--- src/hdl/psd_pkg.sv ---
// Shared types and constants for the point-to-segment distance core.
`timescale 1ns / 1ps
package psd_pkg;

	localparam int FRAC_BITS = 16;
	localparam int LAM_BITS = 32;
	localparam int AXES = 3;
	localparam int DIV_STEPS = 32;
	localparam int SQRT_STEPS = 33;
	localparam int DIFF_W = 33;
	localparam int NORM_W = 66;
	localparam int LAM_W = 33;
	localparam int RAD_W = 66;
	localparam int SREM_W = 35;
	localparam int ROOT_W = 33;
	localparam int DIST_W = 34;
	localparam int POS_W = 17;

	localparam logic [1:0] REGION_INTERIOR = 2'd0;
	localparam logic [1:0] REGION_START = 2'd1;
	localparam logic [1:0] REGION_END = 2'd2;

	localparam logic [1:0] DIM_PLANAR = 2'd2;
	localparam logic [1:0] DIM_RESET = 2'd3;

	typedef struct packed {
		logic signed [31:0] start_x;
		logic signed [31:0] start_y;
		logic signed [31:0] start_z;
		logic signed [31:0] end_x;
		logic signed [31:0] end_y;
		logic signed [31:0] end_z;
		logic signed [31:0] query_x;
		logic signed [31:0] query_y;
		logic signed [31:0] query_z;
	} item_t;

	typedef struct packed {
		logic [DIST_W-1:0] distance;
		logic [POS_W-1:0] position;
		logic [1:0] region;
		logic degenerate;
	} result_t;

	// Data that rides along the divider chain untouched.
	typedef struct packed {
		logic [AXES-1:0][DIFF_W-1:0] w;
		logic [AXES-1:0][DIFF_W-1:0] qe;
		logic [AXES-1:0][DIFF_W-1:0] magd;
		logic [AXES-1:0] dneg;
		logic [1:0] region;
		logic degen;
	} div_side_t;

	// Data that rides along the square root chain untouched.
	typedef struct packed {
		logic [POS_W-1:0] position;
		logic [1:0] region;
		logic degen;
	} sqrt_side_t;

endpackage

--- src/hdl/psd_div_cell.sv ---
// One restoring division step: yields one quotient bit per cycle.
`timescale 1ns / 1ps
module psd_div_cell (
	input  logic clk,
	input  logic arst_n,
	input  logic vld_in,
	input  logic [psd_pkg::NORM_W-1:0] rem_in,
	input  logic [psd_pkg::NORM_W-1:0] norm_in,
	input  logic [psd_pkg::LAM_W-1:0] quot_in,
	input  psd_pkg::div_side_t side_in,
	output logic vld_q,
	output logic [psd_pkg::NORM_W-1:0] rem_q,
	output logic [psd_pkg::NORM_W-1:0] norm_q,
	output logic [psd_pkg::LAM_W-1:0] quot_q,
	output psd_pkg::div_side_t side_q
);
	import psd_pkg::*;

	logic [NORM_W:0] r2;
	logic [NORM_W:0] diff;
	logic ge;

	always_comb begin
		r2 = {rem_in, 1'b0};
		ge = r2 >= {1'b0, norm_in};
		diff = r2 - {1'b0, norm_in};
	end

	always_ff @(posedge clk or negedge arst_n) begin
		if (!arst_n) begin
			vld_q <= 1'b0;
		end else begin
			vld_q <= vld_in;
		end
	end

	always_ff @(posedge clk) begin
		rem_q <= ge ? diff[NORM_W-1:0] : r2[NORM_W-1:0];
		norm_q <= norm_in;
		quot_q <= {quot_in[LAM_W-2:0], ge};
		side_q <= side_in;
	end

endmodule

--- config.mk ---
export PLATFORM = sky130hd
export DESIGN_NAME = psd_div_cell
export DESIGN_NICKNAME = d
export VERILOG_FILES = /design/src/hdl/psd_pkg.sv /design/src/hdl/psd_div_cell.sv
export SDC_FILE = /design/constraint.sdc
export NUM_CORES = 1
export LEC_CHECK = 0
export ABC_AREA = 1
export BUFFER_PORTS_ARGS = -buffer_cell sky130_fd_sc_hd__buf_2
export CORE_AREA = 3 3 368 370
export CTS_BUF_LIST = sky130_fd_sc_hd__clkbuf_4 sky130_fd_sc_hd__clkbuf_8
export CTS_CLUSTER_SIZE = 25
export DETAILED_ROUTE_END_ITERATION = 7
export DIE_AREA = 0 0 371 373
export SYNTH_ARGS = -nofsm -noshare
export SYNTH_HDL_FRONTEND = slang
export SYNTH_SLANG_ARGS = --single-unit
--- constraint.sdc ---
create_clock -name clk -period 0.8 [get_ports clk]
set_clock_uncertainty 0.1 [all_clocks]
set_input_delay 0.16 -clock clk [delete_from_list [all_inputs] [get_ports clk]]
set_output_delay 0.16 -clock clk [all_outputs]
set_load 0.02 [all_outputs]
==> results.cfg <==
[setup_path]
arrival_ps = 2300
cpPeakStageDelay_ps = 310
cpMaxStageDelayCell = ha_4
crit_chain = buf_8 > inv_6 > ha_4 > buf_6 > nand2_4 > nor2_4 > inv_2 > nor2_4 > nand4_1 > nor2_2 > nor3_2 > nand2_2 > buf_6 > inv_16 > buf_12 > buf_16 > nand2_1 > nand2_1
cp.required_ps = 1320
end_kind = flip-flop
cp_top_family = simple AND/OR/NAND/NOR gates
critPathLaunchType = input pin
critPathMaxFanout = 8
critPathBufInv = 8
crit_type = input pin to flip-flop

[routing]
via_per_inst = 3.673
via_count = 21690
totalWireLength_mm = 153.9
drt-wirelength-per-cell_um = 26.06
firstDrtPassIters = 5
drt_iter0_markers = 944
ant_nets = 0
drc_errors = 0

[floorplanning]
placement_rows = 134
start_util = 0.1216
die_y_um = 373
coreArea_sq_mm = 0.1330
die_w_um = 371
dieArea_sq_mm = 0.1384
io_pins = 940

[synthesis]
synth_edf_count = 0
ys_ff_latch = 469
synth_area_sq_mm = 0.01617
avgSynthCellArea_sq_um = 8.370
yosysSeqAreaShare = 0.5809
syn-instance-count = 1932
syn_nets = 2470
yosys_warnings = 0
ys_async_sr_fraction = 0.002132
yosysUniqueCellTypes = 33
synth_ff_type = dfxtp_1

[cells_and_area]
multi_input_area_sq_mm = 0.007452
area_growth_pct = 161.4
final_core_util = 0.3179
final.fill_count = 13670
seqCellArea_sq_mm = 0.01002
drive_above_1_share = 0.5820
nNetsFinal = 4572

[cts]
cts_tree = yes
cts_buffer_depth = 3
cts_buffers = 88
cts-root-buf = clkbuf_8
cts.sinks = 469
h-tree-depth = 3
clkTransAtPathRegs_ps = 60

[timing]
holdWs_ps = -588.4
hold_viol = 118
grt_setup_unrepaired = true
setup_violations = 731
worst_slack_ps = -982.8
fmax_mhz = 560.9
relSlewSlack = 0.6602
slew_viol_final = 0
tightest_slew_ps = 504.4
min_period_over_period = 2.229
layout_min_cycle_time_ps = 1783

[global_route]
antenna_found_initial = 94
grt_pass1_vias = 23060
grt_usage = 0.2154
grt_pass1_wl_mm = 200.2
grt_max_degree = 15
grt-ovfl-total = 0

[placement]
pre_cts_ws_ps = -2011
port_buffers = 938
hpwl_mm = 123.5
gp_congestion = 0.9337

[run]
maxCapViolCount = 0

[outcome]
violations = negative hold slack, negative setup slack
outcome = complete, but fails checks

[hold_path]
min_path_type = input pin to flip-flop

[power]
peakVddDrop_v = 0.0009193
powerDensity_mw_per_mm2 = 1847
leakage_uw = 0.02076
==> cell families (layout without fill, tap and decap cells) <==
| logic type | count (synthesis) | in the layout | share of synthesized area |
|---|---|---|---|
| buffers and inverters | 331 | 2502 | 0.08086 |
| adders and majority gates | 67 | 67 | 0.05231 |
| and+or+nand+nor | 907 | 907 | 0.2264 |
| DFF | 469 | 469 | 0.5809 |
| other | 0 | 33 | 0 |
| xor gates and xnor gates | 33 | 33 | 0.01787 |
| AOI/OAI and AO/OA | 125 | 125 | 0.04163 |
==> final timing paths <==
check	from	slack, ps	cells after the start	end
max	norm_in[31]	-980	18	rem_q[2]
min	norm_in[48]	-590	1	norm_q[48]
max in group asynchronous	arst_n	330	3	vld_q
min in group asynchronous	arst_n	160	3	vld_q
==> metal layers <==
layer / track usage / vias up / share of wire
li1: - / 10180 / -
met1: 0.2388 / 10180 / 0.38
met2: 0.3430 / 964 / 0.44
met3: 0.1175 / 324 / 0.13
met4: 0.08473 / 42 / 0.047
met5: 0 / - / 0.0018
==> state kept, by name, summed over array words and instances, names as in the netlist <==
signal  count
quot_q     33
side_q    303
vld_q       1
rem_q      66
norm_q     66
==> stage by stage <==
| step | cell area (sq um) | instances | power [uW] | hold slack [ps] | TNS [ps] |
|---|---|---|---|---|---|
| final | 42270 | 5904 | 78070 | -588.4 | -381640 |
| after global routing | 42230 | 5887 | 81680 | -651.9 | -411320 |
| after CTS | 41330 | 5864 | 78550 | -716.4 | -425840 |
| after detailed placement | 27400 | 4979 | 42860 | -138.9 | -134040 |
| after global placement | 27400 | 4979 | 42860 | -140.6 | -136390 |
| after floorplan | 16760 | 1932 | 32580 | -235.6 | -70700 |
==> layout make-up <==
class,count,area share
clock inverters,28,0.008821
flip-flops and latches,469,0.2370
inverters,317,0.02954
multi-input cells,1132,0.1763
clock buffers,131,0.03969
well taps,1768,0.05233
diodes,33,0.001954
repair buffers,2026,0.4543
==> cells in the mapped netlist (12+ instances only) <==
cell | number | share of area
nor2_1 | 120 | 0.028
o21ai_0 | 30 | 0.0093
nand3_1 | 75 | 0.023
inv_1 | 314 | 0.073
xor2_1 | 31 | 0.017
ha_1 | 66 | 0.051
dfxtp_1 | 468 | 0.58
nand3b_1 | 14 | 0.0065
nand2_1 | 654 | 0.15
nand4_1 | 18 | 0.0070
nor3_1 | 12 | 0.0037
a21oi_1 | 75 | 0.023
o21bai_1 | 12 | 0.0056
==> layout by cell type, fill, tap and decap left out, types with 91 or more instances in the layout <==
cell type and instances:
clkbuf_8 111, dfxtp_2 452, dlygate4sd3_1 585, buf_6 396, inv_1 265, buf_12 91, nand2_1 480, nand2_2 115
buf_2 430, buf_4 401
==> timing repair <==
item / in CTS / in global routing
pin swaps: 76 / 76
hold buffers: 650 / 51
endpoints found under the hold margin: 469 / 172
resized for setup: 1636 / 269
setup endpoints to repair: 536 / 653
gates cloned: 18 / 0
setup buffers: 58 / 15
==> report_power, final <==
part	internal [uW]	leakage, uW	switching, uW
clock network	15600	0.00106	12100
registers	25500	0.00397	1120
logic	12100	0.0157	11800
total	53100	0.0208	24900
Note: power is estimated with default switching activity, not from simulation.
