[config.mk]
export PLATFORM = sky130hd
export DESIGN_NAME = psd_sqrt_cell
export DESIGN_NICKNAME = d
export VERILOG_FILES = /design/src/hdl/psd_pkg.sv /design/src/hdl/psd_sqrt_cell.sv
export SDC_FILE = /design/constraint.sdc
export NUM_CORES = 1
export LEC_CHECK = 0
export BUFFER_PORTS_ARGS = -buffer_cell sky130_fd_sc_hd__buf_2
export CAP_MARGIN = 20
export CORE_AREA = 2 2 120 122
export DETAILED_ROUTE_END_ITERATION = 12
export DIE_AREA = 0 0 122 124
export PLACE_DENSITY = 0.75
export SLEW_MARGIN = 40
export SYNTH_ARGS = -nofsm -noshare
export SYNTH_HDL_FRONTEND = slang
export SYNTH_SLANG_ARGS = --single-unit
[constraint.sdc]
create_clock -name clk -period 0.8 [get_ports clk]
set_input_delay 0.08 -clock clk [delete_from_list [all_inputs] [get_ports clk]]
set_output_delay 0.08 -clock clk [all_outputs]
set_load 0.01 [all_outputs]
[src/hdl/psd_pkg.sv]
// Shared types and constants for the point-to-segment distance core.
`timescale 1ns / 1ps
package psd_pkg;

	localparam int FRAC_BITS = 16;
	localparam int LAM_BITS = 32;
	localparam int AXES = 3;
	localparam int DIV_STEPS = 32;
	localparam int SQRT_STEPS = 33;
	localparam int DIFF_W = 33;
	localparam int NORM_W = 66;
	localparam int LAM_W = 33;
	localparam int RAD_W = 66;
	localparam int SREM_W = 35;
	localparam int ROOT_W = 33;
	localparam int DIST_W = 34;
	localparam int POS_W = 17;

	localparam logic [1:0] REGION_INTERIOR = 2'd0;
	localparam logic [1:0] REGION_START = 2'd1;
	localparam logic [1:0] REGION_END = 2'd2;

	localparam logic [1:0] DIM_PLANAR = 2'd2;
	localparam logic [1:0] DIM_RESET = 2'd3;

	typedef struct packed {
		logic signed [31:0] start_x;
		logic signed [31:0] start_y;
		logic signed [31:0] start_z;
		logic signed [31:0] end_x;
		logic signed [31:0] end_y;
		logic signed [31:0] end_z;
		logic signed [31:0] query_x;
		logic signed [31:0] query_y;
		logic signed [31:0] query_z;
	} item_t;

	typedef struct packed {
		logic [DIST_W-1:0] distance;
		logic [POS_W-1:0] position;
		logic [1:0] region;
		logic degenerate;
	} result_t;

	// Data that rides along the divider chain untouched.
	typedef struct packed {
		logic [AXES-1:0][DIFF_W-1:0] w;
		logic [AXES-1:0][DIFF_W-1:0] qe;
		logic [AXES-1:0][DIFF_W-1:0] magd;
		logic [AXES-1:0] dneg;
		logic [1:0] region;
		logic degen;
	} div_side_t;

	// Data that rides along the square root chain untouched.
	typedef struct packed {
		logic [POS_W-1:0] position;
		logic [1:0] region;
		logic degen;
	} sqrt_side_t;

endpackage

[src/hdl/psd_sqrt_cell.sv]
// One digit-by-digit square root step: yields one root bit per cycle.
`timescale 1ns / 1ps
module psd_sqrt_cell (
	input  logic clk,
	input  logic arst_n,
	input  logic vld_in,
	input  logic [psd_pkg::RAD_W-1:0] rad_in,
	input  logic [psd_pkg::SREM_W-1:0] rem_in,
	input  logic [psd_pkg::ROOT_W-1:0] root_in,
	input  psd_pkg::sqrt_side_t side_in,
	output logic vld_q,
	output logic [psd_pkg::RAD_W-1:0] rad_q,
	output logic [psd_pkg::SREM_W-1:0] rem_q,
	output logic [psd_pkg::ROOT_W-1:0] root_q,
	output psd_pkg::sqrt_side_t side_q
);
	import psd_pkg::*;

	logic [SREM_W+1:0] rem2;
	logic [SREM_W+1:0] trial;
	logic [SREM_W+1:0] diff;
	logic ge;

	always_comb begin
		rem2 = {rem_in, rad_in[RAD_W-1:RAD_W-2]};
		trial = {{(SREM_W+2-ROOT_W-2){1'b0}}, root_in, 2'b01};
		ge = rem2 >= trial;
		diff = rem2 - trial;
	end

	always_ff @(posedge clk or negedge arst_n) begin
		if (!arst_n) begin
			vld_q <= 1'b0;
		end else begin
			vld_q <= vld_in;
		end
	end

	always_ff @(posedge clk) begin
		rad_q <= {rad_in[RAD_W-3:0], 2'b00};
		rem_q <= ge ? diff[SREM_W-1:0] : rem2[SREM_W-1:0];
		root_q <= {root_in[ROOT_W-2:0], ge};
		side_q <= side_in;
	end

endmodule

==> results of run 1 <==
## cell usage after synthesis (3+ instances only)
| master | number |
|---|---|
| clkbuf_1 | 10 |
| o21ai_0 | 12 |
| o221ai_1 | 4 |
| inv_1 | 41 |
| buf_12 | 3 |
| o21a_1 | 3 |
| o21bai_1 | 3 |
| nor2_1 | 22 |
| xor2_1 | 14 |
| ha_1 | 35 |
| nand3_1 | 9 |
| nand4_1 | 8 |
| a21o_1 | 26 |
| nand2_1 | 25 |
| and3_1 | 4 |
| nor2b_1 | 4 |
| mux2_4 | 25 |
| dfxtp_1 | 152 |
| mux2i_1 | 3 |
| xnor2_1 | 19 |
| a21oi_1 | 30 |
| mux2_2 | 6 |
| a31o_2 | 3 |
## metal layers
layer	wire, um	track usage, %	vias up
met5	0	0	-
met2	13900	58.9	359
met4	1660	20.3	0
met1	8810	30.4	3030
li1	-	-	2933
met3	1760	9.25	114
## critical path, cell delays in order
cell       delay, ns
buf_2           0.12
ha_4            0.24
o21a_1          0.19
o211ai_2        0.23
a311oi_2        0.07
nor4_2          0.28
a2111oi_2       0.14
o21a_2          0.24
o211a_4         0.27
buf_12          0.14
buf_16          0.14
mux2_4          0.29
## kinds of logic (layout without fill, tap and decap cells)
family	Yosys count	after routing	share of synthesized area [%]
flops	153	153	53.5
simple gates	87	87	7.40
compound gates	107	107	13.1
fa+ha+maj	35	35	7.64
mux	34	34	8.25
xor+xnor	33	33	5.04
other cells	1	4	0.0654
buf+inv	59	655	5.00
## registers in the layout (all words and copies together) (netlist names)
| register | flops |
|---|---|
| rad_q | 64 |
| vld_q | 1 |
| side_q | 20 |
| rem_q | 35 |
| root_q | 33 |
## through the flow
stage	hold slack (ns)	util [%]
after floorplan	-0.216	-
after global placement	-0.145	61.0
after detailed placement	-0.141	61.0
after CTS	-0.232	80.9
after global routing	0.00453	84.1
final	0.00570	84.1
## area by class of cell
| class | instances | area [um^2] | share of cell area, % |
|---|---|---|---|
| Antenna cell | 2 | 5.00 | 0.0434 |
| Tap cell | 180 | 225 | 1.95 |
| Sequential cell | 153 | 3190 | 27.7 |
| Inverter | 41 | 179 | 1.55 |
| Clock buffer | 17 | 425 | 3.69 |
| Multi-Input combinational cell | 298 | 2680 | 23.2 |
| Clock inverter | 15 | 150 | 1.30 |
| Timing Repair Buffer | 582 | 4690 | 40.6 |
## worst paths after layout
path | startpoint | end | slack, ns | cells past startpoint
max | rem_in[3] | rem_q[24]$_DFF_P_ | -1.32 | 12
min in group asynchronous | arst_n | vld_q$_DFF_PN0_ | 0.51 | 3
min | rem_in[28] | rem_q[30]$_DFF_P_ | 0.006 | 3
max in group asynchronous | arst_n | vld_q$_DFF_PN0_ | 0.19 | 3
## what timing repair did
item | CTS | global route
setup buffers | 13 | 2
hold buffers | 147 | 1
endpoints found under the hold margin | 148 | 2
gates cloned | 3 | 0
resized for setup | 133 | 129
endpoints found under the setup margin | 189 | 189
pin swaps | 6 | 2
## power by group through the flow
stage | clock, mW | combinational [mW] | sequential, mW
5_1_grt | 8.40 | 7.07 | 8.89
6_report | 7.97 | 6.70 | 8.84
2_1_floorplan | 0 | 2.25 | 9.13
4_1_cts | 7.97 | 6.16 | 8.69
3_5_place_dp | 0 | 4.90 | 8.74
3_3_place_gp | 0 | 4.82 | 8.73
==> metrics.md, run 1 <==
| Metric | Value |
|---|---|
| Crit end category | register |
| Fraction of registers with async set/reset | less than 1% |
| Placed cell area | 8360 um^2 |
| Post-synth top area share | 53.1% |
| Final instance area | 11500 um^2 |
| Syn. warnings | 0 |
| Internal | 16.6 mW |
| CTS tree | yes |
| Post-detailed-route count of antenna-violating nets | 0 |
| Finished Layout Cells | 1288 |
| Largest net degree at the start of global routing | 18 |
| DP Worst Slack | -1.81 ns |
| CP Launch Type | input port |
| Slew Viols, Final | 0 |
| Routed via count | approximately 6.4k |
| Fillers | 718 |
| Cell Area, Synth | 5730 um^2 |
| Worst EP arrival | 2.43 ns |
| CORE AREA | between 10000 and 15000 um^2 |
| Most frequent cells in the layout | 208 x buf_2, 148 x dlygate4sd3_1, 118 x buf_4 |
| Die width | roughly 120 um |
| Synth-to-Final Area Change | 101% |
| Remaining global-route overflow | 0 |
| Vias in the first global route | 6894 |
| Final WS setup | -1.32 ns |
| Die H | 124 um |
| Switching pwr | just under 7 mW |
| Final Hold Fails | 0 |
| Fmax | about 470 MHz |
| Final layout net count | about 1.3k |
| Crit Path Max Fanout | 5 |
| Outcome | finished, violations left |
| Routed wire length | 26200 um |
| Clk slew on worst S/H paths | 0.07 ns |
| Gpl congestion | between 0.8 and 0.9 |
| CTS Buf Count | 17 |
| Bufs on Longest Clock Path | 2 |
| Pwr Density | around 2000 nW/um^2 |
| Crit path kind | in -> reg |
| Static leakage | 5.69 nW |
| Switching Share | 29.6% |
| Sequential share of power | 37.6% |
| Routed len/inst | 20.3 um |
| Final clock period utilization by the worst path | 265% |
| HP Class | in -> reg |
| Cell Rows | between 40 and 50 |
| Final setup viols | 189 |
| RSZ-0062 raised after global routing | yes |
| Netlist cell types | 58 |
| Ports | between 300 and 400 |
| DRT iter0 DRCs | 400 |
| H-tree depth | 4 |
| Yosys reg bits | 153 |
| First-pass GRT wire length | ~36000 um |
| Post-route DRC | 0 |
| Die ar. | between 15000 and 20000 um^2 |
| GRT Total Usage | approximately a third |
| IO Port Bufs | 309 |
| Failing checks | setup timing |
| TNS Setup | -66.28 ns |
| VDD IR max | around 1.4 mV |
| Synth Flop Type | dfxtp_1 |
| Post-synthesis sequential area ratio | 53.5% |
| Fraction of layout instances using a drive strength above 1 | 58.3% |
| # clock sinks | ~150 |
| CTS root buffer | clkbuf_16 |
| Synth area leader | dfxtp_1 |
| Mean post-synth cell area | 11.3 um^2 |
| Cells after Synth | 509 |
| Post-synth EDFFs | 0 |
| Initial Utilization | 41.8% |
| Part of the power in the clock network | 33.9% |
| Combinational Power Share | 28.5% |
| Dpl hpwl | 14100 um |
| Required time of the worst setup path | 1.11 ns |
| Avg Vias per Cell | 5.00 |
| Fin crit period | 2.12 ns |
| Placed cells | 1092 |
| Commonest non-fill, non-tap cell in the layout | buf_2 |
| First drt pass iteration count | 5 |
| Max Cap Viol | 0 |
| Initial antenna violation count | 2 |
| Tot Pwr | 23.5 mW |
| Top cells by area, synth | dfxtp_1 53%, ha_1 7.6%, mux2_4 6.6%, a21o_1 3.4%, xnor2_1 2.9% |
No activity file was read; power rests on OpenSTA's default activity.
==> inputs of run 2 (changes only) <==
--- a/config.mk
+++ b/config.mk
@@ -11,6 +11,7 @@
 export DETAILED_ROUTE_END_ITERATION = 12
 export DIE_AREA = 0 0 122 124
 export PLACE_DENSITY = 0.75
+export REMOVE_ABC_BUFFERS = 1
 export SLEW_MARGIN = 40
 export SYNTH_ARGS = -nofsm -noshare
 export SYNTH_HDL_FRONTEND = slang
==> run 2 against run 1 <==
The flow finishes with violations (hold timing, setup timing). Core utilization fell by 0.14 points. Clock power fell by 2%. Fmax fell by 2.4%. Worst setup slack got worse by 0.051 ns. Sequential cell count did not move. Power fell by 0.15%. Die area did not move. Cell area fell by 0.16%. Sequential share of layout area rose by 0.16 points. Largest cell class unchanged.
==> metrics.md, run 2 (synthesis gave the netlist of run 1 again) <==
| Metric | Value |
|---|---|
| Fmax | 460 MHz (-2.4%) |
| CTS Buf Count | 17 (unchanged) |
| Switching pwr | 7.00 mW (+0.63%) |
| First drt pass iteration count | 5 (unchanged) |
| Initial antenna violation count | 2 (unchanged) |
| CP Launch Type | input port |
| Worst EP arrival | 2.48 ns (+0.05 ns) |
| Met2 usage | 56.6% (-2.3 points) |
| Final instance area | 11500 um^2 (-0.16%) |
| Switching Share | 29.8% (+0.23 points) |
| Initial Utilization | 41.8% (unchanged) |
| Sequential share of power | 37.9% (+0.3 points) |
| Crit end category | register |
| Remaining global-route overflow | 0 (unchanged) |
| CORE AREA | 13700 um^2 (unchanged) |
| Post-route DRC | 0 (unchanged) |
| Ports | 312 (unchanged) |
| Cell Rows | 43 (unchanged) |
| HP Class | in -> reg |
| Largest registers | rad_q x64, rem_q x35, root_q x33 |
| Avg Vias per Cell | 5.17 (+3.4%) |
| Die ar. | 15100 um^2 (unchanged) |
| Placed cells | 1103 (+1.0%) |
| Placed cell area | 8310 um^2 (-0.60%) |
| CTS tree | yes |
| Largest Register | rad_q |
| Most frequent cells in the layout | 198 x buf_2, 146 x dlygate4sd3_1, 125 x buf_4 |
| Final clock period utilization by the worst path | 272% (+6.4 points) |
| Pwr Density | 2040 nW/um^2 (about the same) |
| Hold_buf cts | 146 (-0.68%) |
| Routed via count | 6667 (+3.6%) |
| Final WS setup | -1.37 ns (-0.0511 ns) |
| CTS root buffer | clkbuf_16 |
| Routed len/inst | 21.2 um (+4.5%) |
| First-pass GRT wire length | 34800 um (-3.9%) |
| Crit Path Max Fanout | 4 (-1) |
| VDD IR max | 1.46 mV (+4.8%) |
| Clk slew on worst S/H paths | 0.06 ns (about the same) |
| Commonest non-fill, non-tap cell in the layout | buf_2 |
| Part of the power in the clock network | 33.2% (-0.7 points) |
| Final Hold Fails | 2 (+2) |
| Hold_ws | -0.00431 ns (-0.0100 ns) |
| Post-detailed-route count of antenna-violating nets | 0 (unchanged) |
| Fraction of layout instances using a drive strength above 1 | 59.0% (+0.65 points) |
| Gpl congestion | 0.835 (-6.5%) |
| # clock sinks | 153 (unchanged) |
| GRT Total Usage | 30.4% (-1.2 points) |
| Gr busiest metal | met2 |
| H-tree depth | 4 (unchanged) |
| DRT iter0 DRCs | 446 (+12%) |
| Dpl hpwl | 14300 um (+1.2%) |
| Max reg flops | 64 (unchanged) |
| Fin crit period | 2.17 ns (+0.0511 ns) |
| Crit path kind | in -> reg |
| Largest net degree at the start of global routing | 18 (unchanged) |
| Met1 Use GR | 31.1% (+0.65 points) |
| Finished Layout Cells | 1290 (+0.16%) |
| Max Cap Viol | 0 (unchanged) |
| Slew Viols, Final | 0 (unchanged) |
| Outcome | finished, violations left |
| Die H | 124 um (unchanged) |
| Final layout net count | 1288 (+0.23%) |
| Required time of the worst setup path | 1.11 ns (about the same) |
| Bufs on Longest Clock Path | 2 (unchanged) |
| Combinational Power Share | 28.9% (+0.4 points) |
| Final setup viols | 189 (unchanged) |
| Static leakage | 5.68 nW (-0.13%) |
| Met3 Resource Use GR | 6.68% (-2.6 points) |
| Routed wire length | 27400 um (+4.7%) |
| Synth-to-Final Area Change | 101% |
| Internal | 16.5 mW (-0.48%) |
| RSZ-0062 raised after global routing | yes |
| IO Port Bufs | 309 (unchanged) |
| Vias in the first global route | 6649 (-3.6%) |
| Die width | 122 um (unchanged) |
| Failing checks | hold timing, setup timing |
-- run 2: cell types whose count changed in the layout (fill, tap and decap cells not counted), sizes merged --
cell	delta
clkinv	+2
diode	-1
dlygate4sd3	-2
clkbuf	+1
inv	-4
buf	+5
clkinvlp	+1
-- run 2: area by class of cell --
cell class / instances / area (um^2)
antenna: 1 / 2.50
clock buffer: 18 / 429
clock inverter: 14 / 136
fill: 674 / 2200
inverter: 41 / 156
multi-input combinational: 298 / 2650
sequential: 153 / 3200
tap: 180 / 225
timing repair buffer: 585 / 4720
-- run 2: what timing repair did --
action / 4_1_cts / 5_1_grt
hold endpoints to repair: 149 / 1
setup buffers: 5 / 7
endpoints found under the setup margin: 189 / 189
gates resized for setup: 152 / 139
pin swaps: 6 / 14
-- run 2: metal layers --
metal / share of wire [%] / wire, um
met1: 35 / 9540
met2: 52 / 14200
met3: 7.3 / 2000
met4: 6.2 / 1700
met5: 0 / 0
-- run 2: worst max-delay path: stages --
cell      delay (ns)
buf_2           0.11
ha_1            0.38
buf_4           0.19
nand4_1         0.15
o22ai_1         0.11
a211oi_2        0.28
o221ai_1        0.17
buf_4           0.18
buf_4           0.13
o21ai_1         0.17
a21oi_1         0.11
xor2_1          0.15
mux2_4          0.25
-- run 2: final timing paths --
path / from / to / slack (ns) / cells past startpoint
min in group asynchronous: arst_n / vld_q$_DFF_PN0_ / 0.54 / 3
max in group asynchronous: arst_n / vld_q$_DFF_PN0_ / 0.12 / 3
worst max-delay path: rem_in[9] / rem_q[22]$_DFF_P_ / -1.37 / 13
worst min-delay path: rem_in[29] / rem_q[31]$_DFF_P_ / -0.004 / 3
-- run 2: power by group through the flow --
stage                     clock, mW  sequential, mW  combinational (mW)
after floorplan                   0            9.13                2.05
final                          7.80            8.89                6.79
after global placement            0            8.72                4.77
after detailed placement          0            8.73                4.87
after global routing           8.18            8.94                7.11
after CTS                      7.72            8.71                5.98
-- run 2: through the flow --
| stage | setup TNS [ns] | setup WS [ns] | power [mW] | util [%] |
|---|---|---|---|---|
| after floorplan | -85.94 | -2.50 | 11.2 | - |
| after global placement | -65.40 | -1.87 | 13.5 | 60.6 |
| after detailed placement | -69.28 | -1.98 | 13.6 | 60.6 |
| after CTS | -67.30 | -1.31 | 22.4 | 79.7 |
| after global routing | -75.31 | -1.43 | 24.2 | 84.0 |
| final | -69.52 | -1.37 | 23.5 | 84.0 |
